`src/rtl/core/pid_aw_pkg.sv`:
```
// Shared types and constants for the PID regulator with back-calculation anti-windup.
// No dependencies; imported by pid_antiwindup_regulator.
package pid_aw_pkg;

    // Integral clamp magnitude
    localparam int unsigned INTEGRAL_LIMIT = 65535;

    // Field widths
    localparam int unsigned SAMPLE_W = 16;
    localparam int unsigned ERR_W    = SAMPLE_W + 1;
    localparam int unsigned DIFF_W   = ERR_W + 1;
    localparam int unsigned ACC_W    = 32;
    localparam int unsigned GAIN_W   = 15;
    localparam int unsigned SHIFT_W  = 5;
    localparam int unsigned DRIVE_W  = 16;
    localparam int unsigned CFG_IDX_W  = 3;
    localparam int unsigned CFG_DATA_W = 16;

    typedef logic signed [SAMPLE_W-1:0] sample_t;
    typedef logic signed [ERR_W-1:0]    err_t;
    typedef logic signed [ACC_W-1:0]    acc_t;
    typedef logic [GAIN_W-1:0]          gain_t;
    typedef logic [SHIFT_W-1:0]         shift_t;
    typedef logic [DRIVE_W-1:0]         drive_t;
    typedef logic [CFG_IDX_W-1:0]       cfg_idx_t;
    typedef logic [CFG_DATA_W-1:0]      cfg_data_t;

    // Configuration register indexes
    localparam cfg_idx_t REG_PROP_GAIN   = 3'd0;
    localparam cfg_idx_t REG_PROP_SHIFT  = 3'd1;
    localparam cfg_idx_t REG_INTEG_GAIN  = 3'd2;
    localparam cfg_idx_t REG_INTEG_SHIFT = 3'd3;
    localparam cfg_idx_t REG_DERIV_GAIN  = 3'd4;
    localparam cfg_idx_t REG_DERIV_SHIFT = 3'd5;
    localparam cfg_idx_t REG_OUT_LOW     = 3'd6;
    localparam cfg_idx_t REG_OUT_HIGH    = 3'd7;

    // Reset value of the upper drive limit
    localparam drive_t OUT_HIGH_RESET = 16'hFFFF;

endpackage

```
`src/rtl/core/pid_antiwindup_regulator.sv`:
```
// PID regulator with integral clamping and back-calculation anti-windup.
// Depends on pid_aw_pkg (types, widths, register indexes).
//
//  channel   ports                                  direction
//  --------  -------------------------------------  ---------
//  input     s_valid s_ready s_target s_measured    in
//  result    m_valid m_ready m_drive                out
//  config    cfg_we cfg_index cfg_wdata             in
//
// One item per cycle while the result is not stalled; an accepted input goes into
// the input register, then its drive into the result register that is offered.
// An input register feeds one combinational pass (three products cut to 32 bits,
// clamp, shifts, sum, output clamp) that writes the result register and the
// integral and previous-error state at the same edge.
// A stalled result holds the pass; the input register still takes one item.
// Synchronous active-low reset clears valids, state and config; out_high is all ones.
module pid_antiwindup_regulator (
    input  logic                 aclk,
    input  logic                 aresetn,
    input  logic                 s_valid,
    output logic                 s_ready,
    input  pid_aw_pkg::sample_t  s_target,
    input  pid_aw_pkg::sample_t  s_measured,
    output logic                 m_valid,
    input  logic                 m_ready,
    output pid_aw_pkg::drive_t   m_drive,
    input  logic                 cfg_we,
    input  pid_aw_pkg::cfg_idx_t cfg_index,
    input  pid_aw_pkg::cfg_data_t cfg_wdata
);
    import pid_aw_pkg::*;

    // Configuration registers
    gain_t  prop_gain_reg, integ_gain_reg, deriv_gain_reg;
    shift_t prop_shift_reg, integ_shift_reg, deriv_shift_reg;
    drive_t out_low_reg, out_high_reg;

    // Pipeline registers
    logic    in_valid_reg;
    sample_t target_reg, measured_reg;
    logic    out_valid_reg;
    drive_t  drive_reg, drive_next;

    // Loop state
    acc_t integral_reg, integral_next;
    err_t prev_err_reg, prev_err_next;

    logic advance;
    logic fire;

    // Handshake: the pass moves when the result slot is free or being taken
    assign advance = !out_valid_reg || m_ready;
    assign fire    = in_valid_reg && advance;
    assign s_ready = !in_valid_reg || advance;
    assign m_valid = out_valid_reg;
    assign m_drive = drive_reg;

    // Write configuration registers
    always_ff @(posedge aclk) begin
        if (!aresetn) begin
            prop_gain_reg   <= '0;
            prop_shift_reg  <= '0;
            integ_gain_reg  <= '0;
            integ_shift_reg <= '0;
            deriv_gain_reg  <= '0;
            deriv_shift_reg <= '0;
            out_low_reg     <= '0;
            out_high_reg    <= OUT_HIGH_RESET;
        end else if (cfg_we) begin
            case (cfg_index)
                REG_PROP_GAIN:   prop_gain_reg   <= cfg_wdata[GAIN_W-1:0];
                REG_PROP_SHIFT:  prop_shift_reg  <= cfg_wdata[SHIFT_W-1:0];
                REG_INTEG_GAIN:  integ_gain_reg  <= cfg_wdata[GAIN_W-1:0];
                REG_INTEG_SHIFT: integ_shift_reg <= cfg_wdata[SHIFT_W-1:0];
                REG_DERIV_GAIN:  deriv_gain_reg  <= cfg_wdata[GAIN_W-1:0];
                REG_DERIV_SHIFT: deriv_shift_reg <= cfg_wdata[SHIFT_W-1:0];
                REG_OUT_LOW:     out_low_reg     <= cfg_wdata[DRIVE_W-1:0];
                REG_OUT_HIGH:    out_high_reg    <= cfg_wdata[DRIVE_W-1:0];
                default: ;
            endcase
        end
    end

    // Capture input transfer
    always_ff @(posedge aclk) begin
        if (!aresetn) begin
            in_valid_reg <= 1'b0;
        end else if (s_ready) begin
            in_valid_reg <= s_valid;
        end
    end

    always_ff @(posedge aclk) begin
        if (s_valid && s_ready) begin
            target_reg   <= s_target;
            measured_reg <= s_measured;
        end
    end

    // Controller pass
    logic signed [ERR_W-1:0]    err;
    logic signed [DIFF_W-1:0]   derr;
    logic signed [ACC_W:0]      p_full;
    logic signed [ACC_W:0]      i_full;
    logic signed [DIFF_W+GAIN_W:0] d_full;
    acc_t p_term, i_prod, d_raw, d_term;
    acc_t aux, i_clamped, i_mid;
    acc_t p_sh, i_sh, d_sh, sum;
    acc_t hi_ext, lo_ext;

    always_comb begin
        err    = ERR_W'(target_reg) - ERR_W'(measured_reg);
        derr   = DIFF_W'(err) - DIFF_W'(prev_err_reg);
        p_full = (ACC_W+1)'($signed({1'b0, prop_gain_reg})) * (ACC_W+1)'(err);
        i_full = (ACC_W+1)'($signed({1'b0, integ_gain_reg})) * (ACC_W+1)'(err);
        d_full = (DIFF_W+GAIN_W+1)'($signed({1'b0, deriv_gain_reg}))
               * (DIFF_W+GAIN_W+1)'(derr);
        p_term = p_full[ACC_W-1:0];
        i_prod = i_full[ACC_W-1:0];
        d_raw  = d_full[ACC_W-1:0];

        // Accumulate and clamp the integral
        aux = integral_reg + i_prod;
        if (aux > $signed(ACC_W'(INTEGRAL_LIMIT))) begin
            i_clamped = ACC_W'(INTEGRAL_LIMIT);
        end else if (aux < -$signed(ACC_W'(INTEGRAL_LIMIT))) begin
            i_clamped = -$signed(ACC_W'(INTEGRAL_LIMIT));
        end else begin
            i_clamped = aux;
        end

        // Zero integral gain drops I and D and freezes the previous error
        if (integ_gain_reg == '0) begin
            i_mid         = '0;
            d_term        = '0;
            prev_err_next = prev_err_reg;
        end else begin
            i_mid         = i_clamped;
            d_term        = d_raw;
            prev_err_next = err;
        end

        p_sh = p_term >>> prop_shift_reg;
        i_sh = i_mid >>> integ_shift_reg;
        d_sh = d_term >>> deriv_shift_reg;
        sum  = p_sh + i_sh + d_sh;

        // Clamp the drive and feed the overshoot back into the integral
        hi_ext = $signed({{(ACC_W-DRIVE_W){1'b0}}, out_high_reg});
        lo_ext = $signed({{(ACC_W-DRIVE_W){1'b0}}, out_low_reg});
        if (sum >= hi_ext) begin
            drive_next    = out_high_reg;
            integral_next = i_mid + (hi_ext - sum);
        end else if (sum < lo_ext) begin
            drive_next    = out_low_reg;
            integral_next = i_mid + (lo_ext - sum);
        end else begin
            drive_next    = sum[DRIVE_W-1:0];
            integral_next = i_mid;
        end
    end

    // Advance state and result register
    always_ff @(posedge aclk) begin
        if (!aresetn) begin
            out_valid_reg <= 1'b0;
            integral_reg  <= '0;
            prev_err_reg  <= '0;
        end else begin
            if (advance) begin
                out_valid_reg <= in_valid_reg;
            end
            if (fire) begin
                integral_reg <= integral_next;
                prev_err_reg <= prev_err_next;
            end
        end
    end

    always_ff @(posedge aclk) begin
        if (fire) begin
            drive_reg <= drive_next;
        end
    end

    // Checks
    a_drive_in_range: assert property (@(posedge aclk) disable iff (!aresetn)
        (out_valid_reg && out_low_reg <= out_high_reg) |->
            (drive_reg >= out_low_reg && drive_reg <= out_high_reg))
        else $error("drive outside configured limits");

    a_prev_err_frozen: assert property (@(posedge aclk) disable iff (!aresetn)
        (fire && integ_gain_reg == '0) |=> $stable(prev_err_reg))
        else $error("previous error changed with zero integral gain");

    a_state_idle: assert property (@(posedge aclk) disable iff (!aresetn)
        !fire |=> ($stable(integral_reg) && $stable(prev_err_reg)))
        else $error("loop state changed without a pass");

endmodule

```
`config.mk`:
```
export PLATFORM = sky130hd
export DESIGN_NAME = pid_antiwindup_regulator
export DESIGN_NICKNAME = d
export VERILOG_FILES = /design/src/rtl/core/pid_aw_pkg.sv /design/src/rtl/core/pid_antiwindup_regulator.sv
export SDC_FILE = /design/constraint.sdc
export NUM_CORES = 2
export LEC_CHECK = 0
export ABC_AREA = 1
export BUFFER_PORTS_ARGS = -buffer_cell sky130_fd_sc_hd__buf_2
export CORE_ASPECT_RATIO = 0.9
export CORE_MARGIN = 4
export CORE_UTILIZATION = 39
export CTS_CLUSTER_SIZE = 10
export DETAILED_ROUTE_END_ITERATION = 8
export PLACE_DENSITY = 0.66
export SLEW_MARGIN = 20
export SYNTH_ARGS = -nofsm -noshare
export SYNTH_HDL_FRONTEND = slang
export SYNTH_SLANG_ARGS = --single-unit
```
`constraint.sdc`:
```
create_clock -name aclk -period 13.3 [get_ports aclk]
set_input_delay 0.665 -clock aclk [delete_from_list [all_inputs] [get_ports aclk]]
set_output_delay 0.665 -clock aclk [all_outputs]
set_load 0.02 [all_outputs]
```
* Word level (Yosys, flattened, before mapping)
Index checks and enable logic that the tools add are counted.
Word-level totals: bits in latches 0, logic and storage cells 67, memory bits (writable) 0, output and inout port bits 18, input port bits 56, bits in registers 191, ROM bits 0, memories kept 0
Operators by class: reduce and logical (&&, ||, !) cells 17, bitwise operators 1, order comparisons 4, $add $sub $neg 9, $mul 3, div/mod/pow operators 0, equality and inequality tests 7, mux-type cells 8, shift-type cells 3
Operators with widths (number):
- 2-to-1 mux 32 bit | 6
- adder 32 bit | 5
- >>> shifter 32 x 5 -> 32 bit | 3
- multiplier 16 x 17 -> 32 bit | 2
- subtractor 17 x 32 -> 32 bit | 2
- greater-or-equal comparator 32 x 17 -> 1 bit | 1
- greater-than comparator 32 x 17 -> 1 bit, second input constant | 1
- < comparator 32 x 17 -> 1 bit | 1
- < comparator 32 x 17 -> 1 bit, second input constant | 1
- multiplier 16 x 18 -> 32 bit | 1
- 2-to-1 mux 16 bit | 2
- AND reduction 2 bit | 9
- subtractor 17 x 17 -> 18 bit | 1
- subtractor 16 x 16 -> 17 bit | 1
- zero test 15 bit | 1
- equality test 3 bit, second input constant | 4
- equality test 3 x 2 -> 1 bit, second input constant | 2
- equality test 3 x 1 -> 1 bit, second input constant | 1
- zero test 3 bit | 1
- logical AND 1 bit | 2
- zero test 1 bit | 2
- logical OR 1 bit | 2
- NOT 1 bit | 1

* Depth between registers and ports, before layout
depth in word-level cells 14, depth in mapped cells 94, gate-level depth less buffers 93

* Least setup slack after synthesis
Ideal clock, no wire load.
path type flip-flop to flip-flop, from register measured_reg[0], to register integral_reg[24], stages on the path, launching flop included 94, path buffers 1, required time 13230 ps, path slack -1379 ps, period minus slack after synthesis 14679 ps, arrival 14608 ps, setup time 70 ps, cells stage by stage edfxtp_1 > ha_1 > fa_1 > nand3b_1 > nand2_1 > nand2_1 > nand2_1 > a21oi_1 > or2_2 > nand2_1 > inv_1 > buf_1 > ha_1 > inv_1 > nor3_1 > nand2_1 > nand2_1 > nand2_1 > [58 not listed] > xor2_1 > inv_1 > fa_1 > ha_1 > nand2_1 > nor2_1 > o21ai_0 > o211ai_1 > a21oi_1 > nor2_1 > nor2_1 > o21ai_0 > a21oi_1 > xnor2_1 > nand2_1 > nand2_1 > inv_1 > a21oi_1
Between the ends: longest elaborated chain between the ends 14, elaborated cells between the ends (all ways) 25, classes of those cells 9 x add/sub; 3 x mul; 4 x order compare; 3 x shift; 6 x mux
RTL lines:
- start: declaration | line pid_antiwindup_regulator.sv:40 | sample_t target_reg, measured_reg;
- start signal: assignment | line pid_antiwindup_regulator.sv:96 | measured_reg <= s_measured;
- subtractor 16 x 16 -> 17 bit (*) | line pid_antiwindup_regulator.sv:112 | err = ERR_W'(target_reg) - ERR_W'(measured_reg);
- named net err[6] | line pid_antiwindup_regulator.sv:101 | logic signed [ERR_W-1:0] err;
- multiplier 16 x 17 -> 32 bit | line pid_antiwindup_regulator.sv:115 | i_full = (ACC_W+1)'($signed({1'b0, integ_gain_reg})) * (ACC_W+1)'(err);
- adder 32 bit | line pid_antiwindup_regulator.sv:123 | aux = integral_reg + i_prod;
- < comparator 32 x 17 -> 1 bit | line pid_antiwindup_regulator.sv:126 | end else if (aux < -$signed(ACC_W'(INTEGRAL_LIMIT))) begin
- 2-to-1 mux 32 bit | line pid_antiwindup_regulator.sv:126
- 2-to-1 mux 32 bit | line pid_antiwindup_regulator.sv:124 | if (aux > $signed(ACC_W'(INTEGRAL_LIMIT))) begin
- 2-to-1 mux 32 bit | line pid_antiwindup_regulator.sv:133 | if (integ_gain_reg == '0) begin
- >>> shifter 32 x 5 -> 32 bit | line pid_antiwindup_regulator.sv:144 | i_sh = i_mid >>> integ_shift_reg;
- adder 32 bit (2 in series) | line pid_antiwindup_regulator.sv:146 | sum = p_sh + i_sh + d_sh;
- subtractor 17 x 32 -> 32 bit | line pid_antiwindup_regulator.sv:156 | integral_next = i_mid + (lo_ext - sum);
- adder 32 bit | line pid_antiwindup_regulator.sv:156
- 2-to-1 mux 32 bit | line pid_antiwindup_regulator.sv:154 | end else if (sum < lo_ext) begin
- 2-to-1 mux 32 bit (*) | line pid_antiwindup_regulator.sv:151 | if (sum >= hi_ext) begin
- end signal: assignment | line pid_antiwindup_regulator.sv:174 | integral_reg <= integral_next;
- end: declaration | line pid_antiwindup_regulator.sv:45 | acc_t integral_reg, integral_next;
The timed path passes the listed nets; every way through them passes the cells marked *. A chain may end at the register's enable or synchronous reset.

* Worst setup path in the final report
from register measured_reg[0], to register integral_reg[28]
Between the ends: longest elaborated chain between the ends 14, elaborated cells between the ends (all ways) 25, classes of those cells 9 x add/sub; 3 x mul; 4 x order compare; 3 x shift; 6 x mux
RTL lines (line):
- subtractor 16 x 16 -> 17 bit (*) | pid_antiwindup_regulator.sv:112
- multiplier 16 x 17 -> 32 bit | pid_antiwindup_regulator.sv:115
- adder 32 bit | pid_antiwindup_regulator.sv:123
- < comparator 32 x 17 -> 1 bit | pid_antiwindup_regulator.sv:126
- 2-to-1 mux 32 bit | pid_antiwindup_regulator.sv:126
- 2-to-1 mux 32 bit | pid_antiwindup_regulator.sv:124
- 2-to-1 mux 32 bit | pid_antiwindup_regulator.sv:133
- >>> shifter 32 x 5 -> 32 bit | pid_antiwindup_regulator.sv:144
- adder 32 bit (2 in series) | pid_antiwindup_regulator.sv:146
- subtractor 17 x 32 -> 32 bit | pid_antiwindup_regulator.sv:156
- adder 32 bit | pid_antiwindup_regulator.sv:156
- 2-to-1 mux 32 bit | pid_antiwindup_regulator.sv:154
- 2-to-1 mux 32 bit (*) | pid_antiwindup_regulator.sv:151
Mark *: on every way between the ends. The rest lies on a longest branch, timed or not.

==> flow_metrics.env <==
export IMPL_path_common_cell="nand2_1"
export IMPL_die_w_um=390.7
export IMPL_r2r_cells=86
export IMPL_area_growth_pct=29.50
export IMPL_post_route_worst_setup_slack_ns=-1.155
export IMPL_fin_crit_ns=14.46
export IMPL_core_rowCount=126
export IMPL_hpwl_um=155900
export IMPL_coreArea_um2=131000
export IMPL_rrSetupSlack_ns=-1.16
export IMPL_synthTopCellsByCount="inv_1 (1559), nand2_1 (1379), fa_1 (850)"
export IMPL_clock_fmax_mhz=69.18
export IMPL_netlist_area_um2=51400
export IMPL_grt_usage_pct=27.15
export IMPL_cts_made_buffers=17
export IMPL_slew_viol_final=0
export IMPL_globalplace_congestion=1.028
export IMPL_synth_most_common_cell="inv_1"
export IMPL_cts_htree_levels=4
export IMPL_status="complete, but fails checks"
export IMPL_drtIter0Drc=4379
export IMPL_antenna_found_initial=9
export IMPL_cts_sinks=191
export IMPL_largest_reg_flops=32
export IMPL_crit_end="integral_reg[28]"
export IMPL_firstDrtPassIters=6
export IMPL_finClkSkew_ns=0.02415
export IMPL_critical_path_max_fanout=5
export IMPL_endpoint_kind="register"
export IMPL_crit_required_ns=13.81
export IMPL_report_final_hold_viol_count=0
export IMPL_ant_nets=0
export IMPL_synth_seq_area_share_pct=8.373
export IMPL_synth_edf_count=48
export IMPL_r2r_start="measured_reg[0]"
export IMPL_synth_cells=7133
export IMPL_port_buffer_count=73
export IMPL_initial_core_util_pct=39.24
export IMPL_tritoncts="built"
export IMPL_synth_seq_cells=191
export IMPL_drive_gt1_share_pct=24.11
export IMPL_num_vias=51570
export IMPL_cap_violations=0
export IMPL_grt_overflow=0
export IMPL_syn_avg_cell_area_um2=7.207
export IMPL_ys_dominant_reg_cell="dfxtp_1"
export IMPL_synth_area_leaders="fa_1 (33%), inv_1 (11%), ha_1 (10%), nand2_1 (10%), dfxtp_1 (5.6%)"
export IMPL_min_path_type="input pin to register"
export IMPL_yosysTopAreaCell="fa_1"
export IMPL_grt_pass1_vias=51447
export IMPL_routed_via_density=5.166
export IMPL_setup_viol=48
export IMPL_grt_pass1_wl_um=292600
export IMPL_async_reset_ff_share_pct=0
export IMPL_tightest_slew_ns=1.131
export IMPL_hp_start="s_measured[12]"
export IMPL_crit_path_top_delay_cell="fa_2"
export IMPL_relSlewSlack_pct=24.50
export IMPL_worstSkewPairLatency_ns=0.56
export IMPL_drt_total_wl_um=188000
export IMPL_start_kind="register"
export IMPL_failed_checks="setup timing"
export IMPL_synth_top_area_share_pct=33.10
export IMPL_yosys_warnings=0
export IMPL_cts_clk_slew_worst_paths_ns=0.10
export IMPL_rr_endpoint="integral_reg[28]"
export IMPL_fill_cells=12461
export IMPL_cts_max_path_buffers=2
export IMPL_wl_per_cell_um=18.84
export IMPL_startpoint="measured_reg[0]"
export IMPL_period_share_pct=108.7
export IMPL_syn_num_nets=8459
export IMPL_cts_root_buffer="clkbuf_16"
export IMPL_rsz0062_at_grt="true"
export IMPL_max_stage_delay_ns=0.65
export IMPL_crit_arrival_ns=14.96
export IMPL_die_area_um2=137700
export IMPL_grt_max_degree=70
export IMPL_boundaryPins=74
export IMPL_synth_distinct_cells=55
export IMPL_critPathKind="register to register"
export IMPL_dp_slack_ns=-1.768
export IMPL_die_y_um=352.4
export IMPL_fin_nets=9561
export IMPL_remaining_drc_errors=0
critical path: cells and delay by family (launching register included):
kind	cells	cell delay [ns]
compound gates	16	2.14
xor+xnor	2	0.33
fa+ha+maj	15	5.89
buf+inv	18	2.01
flops	1	0.43
simple gates	35	3.59
worst min-delay path by stage:
stage,slack [ns],end,cells past startpoint
2_1_floorplan,0.45,integral_reg[5],2
3_3_place_gp,0.46,integral_reg[5],2
3_5_place_dp,0.47,integral_reg[5],2
4_1_cts,0.24,measured_reg[12],1
5_1_grt,0.27,measured_reg[12],1
6_report,0.28,measured_reg[12],1
cell usage in the layout (no fill, tap or decap), drive strengths merged, types with 18 or more instances in the layout:
master	n
inv	1577
nand2	1387
clkinv	37
a21oi	467
or2	40
nand4	31
xnor2	57
xor2	96
fa	850
nor2	688
buf	1341
edfxtp	48
dfxtp	143
o21bai	20
nand3	330
nand3b	18
ha	420
nor3	39
o21ai	454
o211ai	69
a31oi	24
layout make-up:
type,instances,area [um2],share of cell area (%)
Antenna cell,6,15.01,0.02256
Clock inverter,15,198.9,0.2989
Clock buffer,17,425.4,0.6391
Sequential cell,191,4305,6.468
Inverter,1599,6060,9.103
Tap cell,1728,2162,3.248
Multi-Input combinational cell,5084,43060,64.68
Timing Repair Buffer,1342,10350,15.54
metal layers:
layer | global-route usage [%] | up-vias | part of all wire [%]
met1 | 38.71 | 25160 | 44
met5 | 0 | - | 0.014
met2 | 41.80 | 1967 | 43
met3 | 5.335 | 328 | 8.9
li1 | - | 24111 | -
met4 | 7.852 | 4 | 3.4
metrics by stage:
step	cell area (um2)	hold WS, ns	utilization [%]	std cells	setup TNS (ns)
2_1_floorplan	51960	0.4453	-	7133	-0.07348
3_3_place_gp	62460	0.4588	47.67	9851	-53.80
3_5_place_dp	62460	0.4721	47.67	9851	-57.49
4_1_cts	64790	0.2449	49.45	9932	-29.07
5_1_grt	66560	0.2722	50.81	9979	-70.20
6_report	66570	0.2846	50.81	9982	-40.21
cells by family after synthesis:
group,count (synthesis),share of synthesized area [%]
DFF,191,8.373
xor gates and xnor gates,153,2.621
buffers and inverters,1858,13.68
and+or+nand+nor,2551,20.27
adders and majority gates,1270,43.33
AOI/OAI and AO/OA,1101,11.56
muxes,9,0.1753
what timing repair did:
action                     in CTS  in global routing
hold buffers                    0                  0
gates cloned                    1                  0
gates resized for setup       325                368
pin swaps                     128                235
setup endpoints to repair      48                 48
buffers inserted               51                 46
Power is not shown: default switching activity piles up to over one toggle a cycle in this logic, so the estimate is an artifact.
